[src/rtl/core/fbfla_pkg.sv]
package fbfla_pkg;

	localparam int MAX_BLOCKS   = 256;
	localparam int HEADER_BYTES = 8;
	localparam int IDX_W        = 8;
	localparam int CNT_W        = 9;
	localparam int POOL_W       = 21;
	localparam int PAY_W        = 17;
	localparam int STRIDE_W     = 18;
	localparam int OFF_W        = 20;
	localparam int PROD_W       = IDX_W + STRIDE_W;
	localparam int CMD_W        = 2;
	localparam int STATUS_W     = 2;

	typedef enum logic [CMD_W-1:0] {
		CMD_INIT  = 2'd0,
		CMD_ALLOC = 2'd1,
		CMD_FREE  = 2'd2,
		CMD_NOP   = 2'd3
	} cmd_t;

	typedef enum logic [STATUS_W-1:0] {
		ST_OK        = 2'd0,
		ST_EMPTY     = 2'd1,
		ST_RANGE     = 2'd2,
		ST_NOT_ALLOC = 2'd3
	} status_t;

	typedef struct packed {
		logic [POOL_W-1:0] pool_bytes;
		logic [PAY_W-1:0]  payload_bytes;
	} cfg_t;

	typedef struct packed {
		logic                start;
		logic [POOL_W-1:0]   dividend;
		logic [STRIDE_W-1:0] divisor;
	} div_req_t;

	typedef struct packed {
		logic              done;
		logic [POOL_W-1:0] quotient;
	} div_rsp_t;

	typedef struct packed {
		status_t          status;
		logic [IDX_W-1:0] granted_index;
		logic [OFF_W-1:0] granted_offset;
		logic [CNT_W-1:0] blocks_free;
	} result_t;

endpackage

[src/rtl/core/fixed_block_free_list_allocator.sv]
// Fixed-size block pool allocator with a last-in first-out free list kept in an on-chip
// memory. An init beat carves pool_bytes into blocks of align4(8 + payload_bytes) bytes,
// at most 256 of them; allocations return the most recently freed index, after init the
// highest. Allocate and free issue one memory read in the accepting cycle; the next cycle
// writes the in-use map, and for a free the stack, and posts the result. A status-only
// result (empty pool, bad index, unused command) is posted in the accepting cycle itself;
// a stalled output holds any result in S_FIN. Init runs the one-bit-per-cycle block count
// divider, then refills the free list. Register writes take effect at the next init, and
// the output register lets a new beat enter while a result is still stalled.
module fixed_block_free_list_allocator (
	input  logic                                clk,
	input  logic                                arst_n,
	input  logic                                psel,
	input  logic                                penable,
	input  logic                                pwrite,
	input  logic [2:0]                          paddr,
	input  logic [31:0]                         pwdata,
	output logic [31:0]                         prdata,
	output logic                                pready,
	input  logic                                in_valid,
	output logic                                in_stall,
	input  logic [fbfla_pkg::CMD_W-1:0]         command,
	input  logic [fbfla_pkg::IDX_W-1:0]         block_index,
	output logic                                out_valid,
	input  logic                                out_stall,
	output logic [fbfla_pkg::STATUS_W-1:0]      status,
	output logic [fbfla_pkg::IDX_W-1:0]         granted_index,
	output logic [fbfla_pkg::OFF_W-1:0]         granted_offset,
	output logic [fbfla_pkg::CNT_W-1:0]         blocks_free
);
	import fbfla_pkg::*;

	localparam logic [POOL_W-1:0] POOL_RESET    = POOL_W'(4096);
	localparam logic [PAY_W-1:0]  PAYLOAD_RESET = PAY_W'(64);

	cfg_t     cfg_q;
	div_req_t div_req;
	div_rsp_t div_rsp;
	result_t  result;
	logic     cfg_write;

	assign pready    = 1'b1;
	assign cfg_write = psel && penable && pwrite;

	always_ff @(posedge clk or negedge arst_n) begin
		if (!arst_n) begin
			cfg_q.pool_bytes    <= POOL_RESET;
			cfg_q.payload_bytes <= PAYLOAD_RESET;
		end else if (cfg_write) begin
			if (paddr[2]) begin
				cfg_q.payload_bytes <= pwdata[PAY_W-1:0];
			end else begin
				cfg_q.pool_bytes <= pwdata[POOL_W-1:0];
			end
		end
	end

	assign prdata = paddr[2] ? {{(32 - PAY_W){1'b0}}, cfg_q.payload_bytes}
	                         : {{(32 - POOL_W){1'b0}}, cfg_q.pool_bytes};

	fbfla_div u_div (
		.clk    (clk),
		.arst_n (arst_n),
		.req    (div_req),
		.rsp    (div_rsp)
	);

	fbfla_ctrl u_ctrl (
		.clk         (clk),
		.arst_n      (arst_n),
		.cfg         (cfg_q),
		.in_valid    (in_valid),
		.in_stall    (in_stall),
		.command     (command),
		.block_index (block_index),
		.div_req     (div_req),
		.div_rsp     (div_rsp),
		.out_valid   (out_valid),
		.out_stall   (out_stall),
		.result      (result)
	);

	assign status         = result.status;
	assign granted_index  = result.granted_index;
	assign granted_offset = result.granted_offset;
	assign blocks_free    = result.blocks_free;

endmodule

[src/rtl/core/fbfla_div.sv]
module fbfla_div (
	input  logic                clk,
	input  logic                arst_n,
	input  fbfla_pkg::div_req_t req,
	output fbfla_pkg::div_rsp_t rsp
);
	import fbfla_pkg::*;

	localparam int DIV_CNT_W = $clog2(POOL_W + 1);

	logic [STRIDE_W-1:0]  rem_q;
	logic [POOL_W-1:0]    quo_q;
	logic [STRIDE_W-1:0]  den_q;
	logic [DIV_CNT_W-1:0] cnt_q;
	logic                 busy_q;
	logic                 done_q;
	logic [STRIDE_W:0]    shifted;
	logic                 fits;

	assign shifted = {rem_q, quo_q[POOL_W-1]};
	assign fits    = shifted >= {1'b0, den_q};

	always_ff @(posedge clk or negedge arst_n) begin
		if (!arst_n) begin
			busy_q <= 1'b0;
			done_q <= 1'b0;
			cnt_q  <= '0;
		end else begin
			done_q <= 1'b0;
			if (req.start) begin
				busy_q <= 1'b1;
				cnt_q  <= DIV_CNT_W'(POOL_W);
			end else if (busy_q) begin
				cnt_q <= cnt_q - 1'b1;
				if (cnt_q == DIV_CNT_W'(1)) begin
					busy_q <= 1'b0;
					done_q <= 1'b1;
				end
			end
		end
	end

	always_ff @(posedge clk) begin
		if (req.start) begin
			rem_q <= '0;
			quo_q <= req.dividend;
			den_q <= req.divisor;
		end else if (busy_q) begin
			if (fits) begin
				rem_q <= STRIDE_W'(shifted - {1'b0, den_q});
			end else begin
				rem_q <= shifted[STRIDE_W-1:0];
			end
			quo_q <= {quo_q[POOL_W-2:0], fits};
		end
	end

	assign rsp.done     = done_q;
	assign rsp.quotient = quo_q;

endmodule

[src/rtl/core/fbfla_ctrl.sv]
module fbfla_ctrl (
	input  logic                          clk,
	input  logic                          arst_n,
	input  fbfla_pkg::cfg_t               cfg,
	input  logic                          in_valid,
	output logic                          in_stall,
	input  logic [fbfla_pkg::CMD_W-1:0]   command,
	input  logic [fbfla_pkg::IDX_W-1:0]   block_index,
	output fbfla_pkg::div_req_t           div_req,
	input  fbfla_pkg::div_rsp_t           div_rsp,
	output logic                          out_valid,
	input  logic                          out_stall,
	output fbfla_pkg::result_t            result
);
	import fbfla_pkg::*;

	typedef enum logic [2:0] {
		S_IDLE,
		S_ALLOC,
		S_FREE,
		S_DIV,
		S_FILL,
		S_FIN
	} state_t;

	state_t              state_q;
	logic [CNT_W-1:0]    depth_q;
	logic [CNT_W-1:0]    count_q;
	logic [STRIDE_W-1:0] stride_q;
	logic [CNT_W-1:0]    fill_q;
	logic [IDX_W-1:0]    idx_q;
	result_t             res_q;
	result_t             out_q;
	logic                out_valid_q;

	logic [IDX_W-1:0] stack_mem [MAX_BLOCKS];
	logic             map_mem   [MAX_BLOCKS];
	logic [IDX_W-1:0] stack_rdata_q;
	logic             map_rdata_q;

	cmd_t                cmd;
	logic                accept;
	logic                slot_free;
	logic [STRIDE_W-1:0] stride_sum;
	logic [STRIDE_W-1:0] stride_new;
	logic [CNT_W-1:0]    count_new;
	logic                in_range;
	logic                stack_re;
	logic [IDX_W-1:0]    stack_raddr;
	logic                stack_we;
	logic [IDX_W-1:0]    stack_waddr;
	logic [IDX_W-1:0]    stack_wdata;
	logic                map_re;
	logic                map_we;
	logic [IDX_W-1:0]    map_waddr;
	logic                map_wdata;
	logic [PROD_W-1:0]   product;
	logic                fin_en;
	result_t             fin_res;

	assign cmd        = cmd_t'(command);
	assign accept     = in_valid && (state_q == S_IDLE);
	assign in_stall   = (state_q != S_IDLE);
	assign slot_free  = !out_valid_q || !out_stall;
	assign stride_sum = STRIDE_W'(cfg.payload_bytes) + STRIDE_W'(HEADER_BYTES + 3);
	assign stride_new = {stride_sum[STRIDE_W-1:2], 2'b00};
	assign count_new  = (div_rsp.quotient > POOL_W'(MAX_BLOCKS)) ? CNT_W'(MAX_BLOCKS)
	                                                             : div_rsp.quotient[CNT_W-1:0];
	assign in_range   = {1'b0, block_index} < count_q;
	assign product    = PROD_W'(stack_rdata_q) * PROD_W'(stride_q);

	assign div_req.start    = accept && (cmd == CMD_INIT) && (stride_new != '0);
	assign div_req.dividend = cfg.pool_bytes;
	assign div_req.divisor  = stride_new;

	assign stack_re    = accept && (cmd == CMD_ALLOC) && (depth_q != '0);
	assign stack_raddr = IDX_W'(depth_q - 1'b1);
	assign map_re      = accept && (cmd == CMD_FREE) && in_range;

	always_comb begin
		stack_we    = 1'b0;
		stack_waddr = fill_q[IDX_W-1:0];
		stack_wdata = fill_q[IDX_W-1:0];
		map_we      = 1'b0;
		map_waddr   = fill_q[IDX_W-1:0];
		map_wdata   = 1'b0;
		case (state_q)
			S_FILL: begin
				stack_we = (fill_q != count_q);
				map_we   = (fill_q != count_q);
			end
			S_ALLOC: begin
				map_we    = 1'b1;
				map_waddr = stack_rdata_q;
				map_wdata = 1'b1;
			end
			S_FREE: begin
				stack_we    = map_rdata_q;
				stack_waddr = depth_q[IDX_W-1:0];
				stack_wdata = idx_q;
				map_we      = map_rdata_q;
				map_waddr   = idx_q;
			end
			default: begin
			end
		endcase
	end

	always_ff @(posedge clk) begin
		if (stack_we) begin
			stack_mem[stack_waddr] <= stack_wdata;
		end
		if (stack_re) begin
			stack_rdata_q <= stack_mem[stack_raddr];
		end
	end

	always_ff @(posedge clk) begin
		if (map_we) begin
			map_mem[map_waddr] <= map_wdata;
		end
		if (map_re) begin
			map_rdata_q <= map_mem[block_index];
		end
	end

	always_comb begin
		fin_en                 = 1'b0;
		fin_res.status         = ST_OK;
		fin_res.granted_index  = '0;
		fin_res.granted_offset = '0;
		fin_res.blocks_free    = depth_q;
		case (state_q)
			S_IDLE: begin
				if (in_valid) begin
					case (cmd)
						CMD_ALLOC: begin
							fin_en         = (depth_q == '0);
							fin_res.status = ST_EMPTY;
						end
						CMD_FREE: begin
							fin_en         = !in_range;
							fin_res.status = ST_RANGE;
						end
						CMD_NOP: begin
							fin_en = 1'b1;
						end
						default: begin
						end
					endcase
				end
			end
			S_ALLOC: begin
				fin_en                 = 1'b1;
				fin_res.granted_index  = stack_rdata_q;
				fin_res.granted_offset = product[OFF_W-1:0];
				fin_res.blocks_free    = depth_q - 1'b1;
			end
			S_FREE: begin
				fin_en = 1'b1;
				if (map_rdata_q) begin
					fin_res.blocks_free = depth_q + 1'b1;
				end else begin
					fin_res.status = ST_NOT_ALLOC;
				end
			end
			S_FILL: begin
				fin_en              = (fill_q == count_q);
				fin_res.blocks_free = count_q;
			end
			S_FIN: begin
				fin_en  = 1'b1;
				fin_res = res_q;
			end
			default: begin
			end
		endcase
	end

	always_ff @(posedge clk or negedge arst_n) begin
		if (!arst_n) begin
			state_q     <= S_IDLE;
			depth_q     <= '0;
			count_q     <= '0;
			stride_q    <= '0;
			fill_q      <= '0;
			idx_q       <= '0;
			res_q       <= '0;
			out_q       <= '0;
			out_valid_q <= 1'b0;
		end else begin
			case (state_q)
				S_IDLE: begin
					if (in_valid) begin
						idx_q  <= block_index;
						fill_q <= '0;
						case (cmd)
							CMD_INIT: begin
								stride_q <= stride_new;
								if (stride_new == '0) begin
									count_q <= '0;
									state_q <= S_FILL;
								end else begin
									state_q <= S_DIV;
								end
							end
							CMD_ALLOC: begin
								if (depth_q != '0) begin
									state_q <= S_ALLOC;
								end
							end
							CMD_FREE: begin
								if (in_range) begin
									state_q <= S_FREE;
								end
							end
							default: begin
							end
						endcase
					end
				end
				S_ALLOC: begin
					depth_q <= depth_q - 1'b1;
				end
				S_FREE: begin
					if (map_rdata_q) begin
						depth_q <= depth_q + 1'b1;
					end
				end
				S_DIV: begin
					if (div_rsp.done) begin
						count_q <= count_new;
						state_q <= S_FILL;
					end
				end
				S_FILL: begin
					if (fill_q == count_q) begin
						depth_q <= count_q;
					end else begin
						fill_q <= fill_q + 1'b1;
					end
				end
				default: begin
				end
			endcase
			if (fin_en && slot_free) begin
				out_valid_q <= 1'b1;
				out_q       <= fin_res;
				state_q     <= S_IDLE;
			end else if (fin_en) begin
				res_q   <= fin_res;
				state_q <= S_FIN;
			end else if (out_valid_q && !out_stall) begin
				out_valid_q <= 1'b0;
			end
		end
	end

	assign out_valid = out_valid_q;
	assign result    = out_q;

endmodule

[config.mk]
export PLATFORM = sky130hd
export DESIGN_NAME = fixed_block_free_list_allocator
export DESIGN_NICKNAME = d
export VERILOG_FILES = /design/src/rtl/core/fbfla_pkg.sv /design/src/rtl/core/fixed_block_free_list_allocator.sv /design/src/rtl/core/fbfla_div.sv /design/src/rtl/core/fbfla_ctrl.sv
export SDC_FILE = /design/constraint.sdc
export NUM_CORES = 2
export LEC_CHECK = 0
export BUFFER_PORTS_ARGS = -buffer_cell sky130_fd_sc_hd__buf_4
export CORE_MARGIN = 2
export CORE_UTILIZATION = 54
export DETAILED_ROUTE_END_ITERATION = 10
export GPL_TIMING_DRIVEN = 0
export PLACE_DENSITY = 0.82
export SYNTH_ARGS = -nofsm -noshare
export SYNTH_HDL_FRONTEND = slang
export SYNTH_SLANG_ARGS = --single-unit
export TNS_END_PERCENT = 1
[constraint.sdc]
create_clock -name clk -period 19.25 [get_ports clk]
set_input_delay 1.925 -clock clk [delete_from_list [all_inputs] [get_ports clk]]
set_output_delay 1.925 -clock clk [all_outputs]
set_load 0.01 [all_outputs]
After elaboration in Yosys (flattened, before gate mapping)

Memory sizes are Yosys's and may differ from the RTL's. A register that Yosys moved wholly into a read port is not among the register bits.
Cells that the tools add are included.
Widths: inputs -> output; s select.

Bits in registers: 233
Word-level logic and storage cells: 154
Input port bits: 52
Memories: 2
RAM bits: 2304

Add/sub/neg operators: 6
Bitwise gates (word level): 2
Reductions and logical operators: 39
$lt $le $gt $ge: 3
Mux-type cells: 55
Multipliers: 1
Equality and inequality tests: 23

Memory list:

| name             | depth | width | rd ports | clocked after Yosys merged registers in | wr ports | RTL line         | RTL |
|---|---|---|---|---|---|---|---|
| u_ctrl.stack_mem | 256   | 8     | 1        | 1                                       | 1        | fbfla_ctrl.sv:36 | `logic [IDX_W-1:0] stack_mem [MAX_BLOCKS];` |
| u_ctrl.map_mem   | 256   | 1     | 1        | 1                                       | 1        | fbfla_ctrl.sv:37 | `logic map_mem [MAX_BLOCKS];` |

Operators with widths:

| cell                  | number |
|---|---|
| $mux 9                | 9 |
| $mux 21               | 3 |
| $pmux 28 s2           | 1 |
| $pmux 9 s2            | 2 |
| $pmux 9 s4            | 1 |
| $pmux 9 s3            | 1 |
| $gt 21x9->1 const B   | 1 |
| $mux 3                | 7 |
| $ge 19x18->1          | 1 |
| $add 17x4->18 const B | 1 |
| $add 9x1->9 const B   | 2 |
| $logic_not 18->1      | 1 |
| $mul 8x16->18         | 1 |
| $mux 18               | 1 |
| $reduce_bool 18->1    | 1 |
| $sub 18x18->18        | 1 |
| $mux 8                | 2 |
| $pmux 8 s2            | 1 |
| $mux 1                | 15 |
| $ne 2x2->1 const B    | 6 |
| $reduce_and 2->1      | 6 |
| $logic_and 1x1->1     | 11 |
| $mux 5                | 2 |
| $eq 9x9->1            | 1 |
| other kinds (37)      | 51 |

Depth between registers and ports, before layout

Depth after elaboration: 8
Depth in mapped cells: 20
Gate-level depth less buffers: 18

By module

A second synthesis with hierarchy kept.

Cells, all modules: 5687
Area total of the unflattened synthesis: 106706.1 um^2

By module, submodules not included:

| module                          | times used | cells an instance | area each (um^2) |
|---|---|---|---|
| fbfla_ctrl                      | 1          | 5232              | 101280.9 |
| fbfla_div                       | 1          | 337               | 3667.3 |
| fixed_block_free_list_allocator | 1          | 118               | 1757.9 |

Least setup slack after synthesis

OpenSTA, ideal clock, no wires.

Kind: reg2reg
Start point: register u_ctrl.state_q[0]
End point: memory u_ctrl.stack_mem[0][1], data pin
Path buffers: 4
Setup time: 2.189 ns
Setup slack: 5.798 ns
Required time: 17.061 ns
Stages on the path, launching flop included: 7
Arrival time: 11.263 ns
Period minus slack after synthesis: 13.452 ns
Path through: dfrtp_1 > clkbuf_1 > nor3_1 > clkbuf_1 > clkbuf_1 > clkbuf_1 > o21ai_0

Longest elaborated chain between the ends: 2

RTL lines:

| element                   | RTL line          | RTL |
|---|---|---|
| start, declared           | fbfla_ctrl.sv:26  | `state_t state_q;` |
| start signal, assigned    | fbfla_ctrl.sv:182 | `state_q <= S_IDLE;` |
| start signal, assigned    | fbfla_ctrl.sv:202 | `state_q <= S_FILL;` |
| start signal, assigned    | fbfla_ctrl.sv:204 | `state_q <= S_DIV;` |
| $eq 3x2->1                | fbfla_ctrl.sv:87  | `case (state_q)` |
| $mux 8                    | fbfla_ctrl.sv:87  |  |
| net u_ctrl.stack_wdata[1] | fbfla_ctrl.sv:52  | `logic [IDX_W-1:0] stack_wdata;` |
| end, declared             | fbfla_ctrl.sv:36  |  |

The timed path passes the listed nets, and every way through them passes these cells.

Worst setup path in the final report

Start point: register u_ctrl.depth_q[0]
End point: register u_ctrl.stack_rdata_q[0] (read register of u_ctrl.stack_mem), data pin

Longest elaborated chain between the ends: 2
Elaborated cells on any way between the ends: 3
Classes of those cells: add/sub: 1; reduce/logical: 2

RTL lines:

| element                                             | RTL line          | RTL |
|---|---|---|
| start, declared                                     | fbfla_ctrl.sv:27  | `logic [CNT_W-1:0] depth_q;` |
| start signal, assigned                              | fbfla_ctrl.sv:223 | `depth_q <= depth_q - 1'b1;` |
| start signal, assigned                              | fbfla_ctrl.sv:227 | `depth_q <= depth_q + 1'b1;` |
| start signal, assigned                              | fbfla_ctrl.sv:238 | `depth_q <= count_q;` |
| branches (longest 2 deep; another with $sub 9x1->9) | n/a               |  |
| end, declared                                       | fbfla_ctrl.sv:38  | `logic [IDX_W-1:0] stack_rdata_q;` |

Several ways; the timed one is not identified.
A chain may end at the register's enable or synchronous reset.

==> results.py <==
metrics = {
    "cts": {
        "cts_root_buf": "clkbuf_16",
        "cts_tree": "done",
        "ctsResizeCount": 0,
        "ctsHoldBuffers": 0,
        "insertion_delay_ps": 920,
        "cts_buffers": 236,
        "clk_pin_slew_ps": 60,
        "postCtsSetupBuffers": 0,
        "cts_htree_levels": 4,
        "cts_buffer_depth": 3,
        "cts_sinks": 2546,
    },
    "timing": {
        "fin_crit_ps": 7630,
        "skew_ps": 94.9,
        "period_share": 0.396,
        "slew_violations": 49,
        "setup_violations": 0,
        "rsz0062_at_grt": "no",
        "finalHoldViolations": 0,
        "tightest_slew_ps": 1640,
        "whs_ps": 488,
        "timing.fmax_mhz": 131,
        "relSlewSlack": -0.0929,
        "finalWorstSetupSlack_ps": 11620,
    },
    "synth": {
        "synth_top_area_cell": "edfxtp_1",
        "synthCells": 5653,
        "ys_seq_area_frac": 0.713,
        "synth_ff_type": "edfxtp_1",
        "ys_async_sr_fraction": 0.0699,
        "netlist_area_mm2": 0.106,
        "ys_top_cells_by_area": "edfxtp_1 67%, mux4_2 15%, dfrtp_1 4.2%",
        "ys_types": 74,
        "synth_edf_count": 2350,
        "synth_seq_cells": 2546,
        "yosys_warnings": 0,
        "synth.top_cell.area_share": 0.667,
        "syn_avg_cell_area_um2": 18.7,
    },
    "power": {
        "cellLeakagePower_nw": 41.5,
        "power.density_mw_per_mm2": 157,
        "ir_worst_vdd_v": 0.000183,
    },
    "worst_hold_path": {
        "min_to": "u_div.rem_q[17]",
        "whs_path_depth": 2,
        "min_path_type": "register to register",
        "hold_start": "u_div.rem_q[17]",
    },
    "run_status": {
        "failed_checks": "max-capacitance violations, max-slew violations",
        "status": "finished, violations left",
    },
    "setup_path": {
        "worstSetupPathType": "register to register",
        "worstReg2RegStart": "u_ctrl.depth_q[0]",
        "required_ps": 19780,
        "cp-start-kind": "register",
        "end_kind": "register",
        "r2r_end": "u_ctrl.stack_rdata_q[0]",
        "reg2reg_depth": 15,
        "worst-path-max-fanout": 10,
        "rrSetupSlack_ps": 11620,
        "critPathArrivalTime_ps": 8170,
    },
    "route": {
        "drc": 0,
        "drt_pass1_iterations": 7,
        "ant_nets": 0,
        "num_vias": 60200,
        "post_drt_wl_per_cell_um": 33.4,
        "vias_per_cell": 6.77,
        "totalWireLength_um": 296000,
        "drt_iter0_drc": 10100,
    },
    "global_route": {
        "grt_use_total": 0.297,
        "grt_pass1_wl_um": 423000,
        "antenna_found_initial": 14,
        "grt_max_degree": 122,
        "grt_pass1_vias": 60000,
        "grt_remaining_overflow": 0,
    },
    "layout": {
        "nNetsFinal": 6223,
        "final_common_cell": "edfxtp_1",
        "drive_gt1_frac": 0.232,
        "area_delta_synth_final_pct": 12.0,
        "stdcell_count": 8883,
        "final_util": 0.608,
        "final_cell_mix": "2350 x edfxtp_1, 721 x mux4_2, 625 x nor2_1",
    },
    "floorplan": {
        "dieArea_mm2": 0.199,
        "start_util": 0.543,
        "die_w_um": 447,
        "die_y_um": 447,
        "rows": 162,
        "fp.coreArea_mm2": 0.195,
        "io_pins": 126,
    },
    "placed_design": {
        "dpl.hpwl_um": 182000,
        "place_inst": 8424,
        "gp_congestion": 0.918,
        "post-place-ws_ps": 12580,
        "io_buffers": 100,
    },
    "flow_run": {
        "maxCapViolations": 5,
    },
}
-- flip-flops by register name (all words and copies together), names as in the netlist, 8 cells and up --
name                  flops
u_ctrl.count_q            9
u_ctrl.map_mem          256
u_ctrl.fill_q             9
u_ctrl.stack_rdata_q      8
u_ctrl.res_q             39
u_ctrl.stride_q          16
u_ctrl.idx_q              8
u_ctrl.stack_mem       2048
u_div.quo_q              21
u_div.den_q              16
u_div.rem_q              18
u_ctrl.depth_q            9
cfg_q                    38
u_ctrl.result            39
-- per-stage QoR --
| step | power (mW) | cell area [µm²] | setup TNS [ps] |
|---|---|---|---|
| 2_1_floorplan | 11.3 | 106000 | 0 |
| 3_3_place_gp | 13.6 | 110000 | -3160770 |
| 3_5_place_dp | 13.7 | 111000 | 0 |
| 4_1_cts | 18.4 | 118000 | 0 |
| 5_1_grt | 19.1 | 118000 | 0 |
| 6_report | 18.6 | 118000 | 0 |
-- critical path, cell delays in order, from the launching register on --
cell      delay [ps]
dfrtp_1          380
buf_6            250
buf_6            220
buf_6            270
buf_2            350
inv_1            220
ha_1             530
buf_2            380
buf_1            800
buf_1            990
mux4_2           490
mux4_2           550
a22oi_1          370
nand2_1          140
a22oi_1          790
o221ai_1         480
-- power breakdown --
group / internal [mW] / switching [mW] / total [mW]
registers: 6.36 / 0.173 / 6.53
clock network: 2.52 / 2.14 / 4.66
logic: 2.87 / 4.56 / 7.43
-- worst max-delay path by stage --
stage / start / end / depth (start not counted)
after detailed placement: u_ctrl.depth_q[0] / u_ctrl.stack_rdata_q[0] / 15
final: u_ctrl.depth_q[0] / u_ctrl.stack_rdata_q[0] / 15
after floorplan: u_ctrl.state_q[0] / u_ctrl.stack_mem[0][1] / 6
after CTS: u_ctrl.depth_q[0] / u_ctrl.stack_rdata_q[0] / 15
after global placement: u_ctrl.state_q[0] / u_ctrl.stack_mem[68][1] / 6
after global routing: u_ctrl.depth_q[0] / u_ctrl.stack_rdata_q[0] / 15
-- layout make-up --
type	instances	area, µm²
Fill cell	12900	76300
Sequential cell	2546	75400
Multi-Input combinational cell	2644	28400
Clock buffer	282	6120
Tap cell	2624	3280
Buffer	344	1630
Timing Repair Buffer	137	1610
Clock inverter	159	1510
Inverter	129	484
Antenna cell	18	45.0
-- cells by family after synthesis --
kind of cell / after synthesis / share of synthesized area
other: 2 / 0.0000710
adder cells (fa/ha/maj): 133 / 0.0208
XOR/XNOR: 85 / 0.00704
buffers and inverters: 473 / 0.0198
multiplexers: 839 / 0.166
AO/OA/AOI/OAI: 402 / 0.0262
AND/OR/NAND/NOR: 1173 / 0.0474
flip-flops: 2546 / 0.713
-- cells in the mapped netlist, types with 9 or more instances --
master,n
o31ai_1,27
o221ai_1,10
nand4_1,11
and2_1,98
clkbuf_1,193
inv_1,127
a221oi_1,24
dfrtp_1,176
mux2_2,96
buf_2,75
o22ai_1,18
nor2b_1,20
a22o_1,36
edfxtp_1,2350
xor2_1,23
ha_1,61
dfxtp_1,18
nand3b_1,14
fa_1,72
a22oi_1,53
nor2_1,625
a21o_1,20
nand3_1,34
nor4_1,9
buf_6,19
o21ai_0,74
o21a_1,18
xnor2_1,62
mux2i_1,21
a21oi_1,65
mux4_2,721
buf_4,20
nand2_1,303
nor3_1,18
buf_1,35
a31oi_1,13
-- per-layer routing --
layer	part of all wire	wire length [µm]	GRT usage
met2	0.48	143000	0.473
met1	0.33	96600	0.371
met3	0.13	38100	0.0830
met5	0.00034	100	0.00171
met4	0.064	19100	0.164
Power figures use the tool's default switching activity.
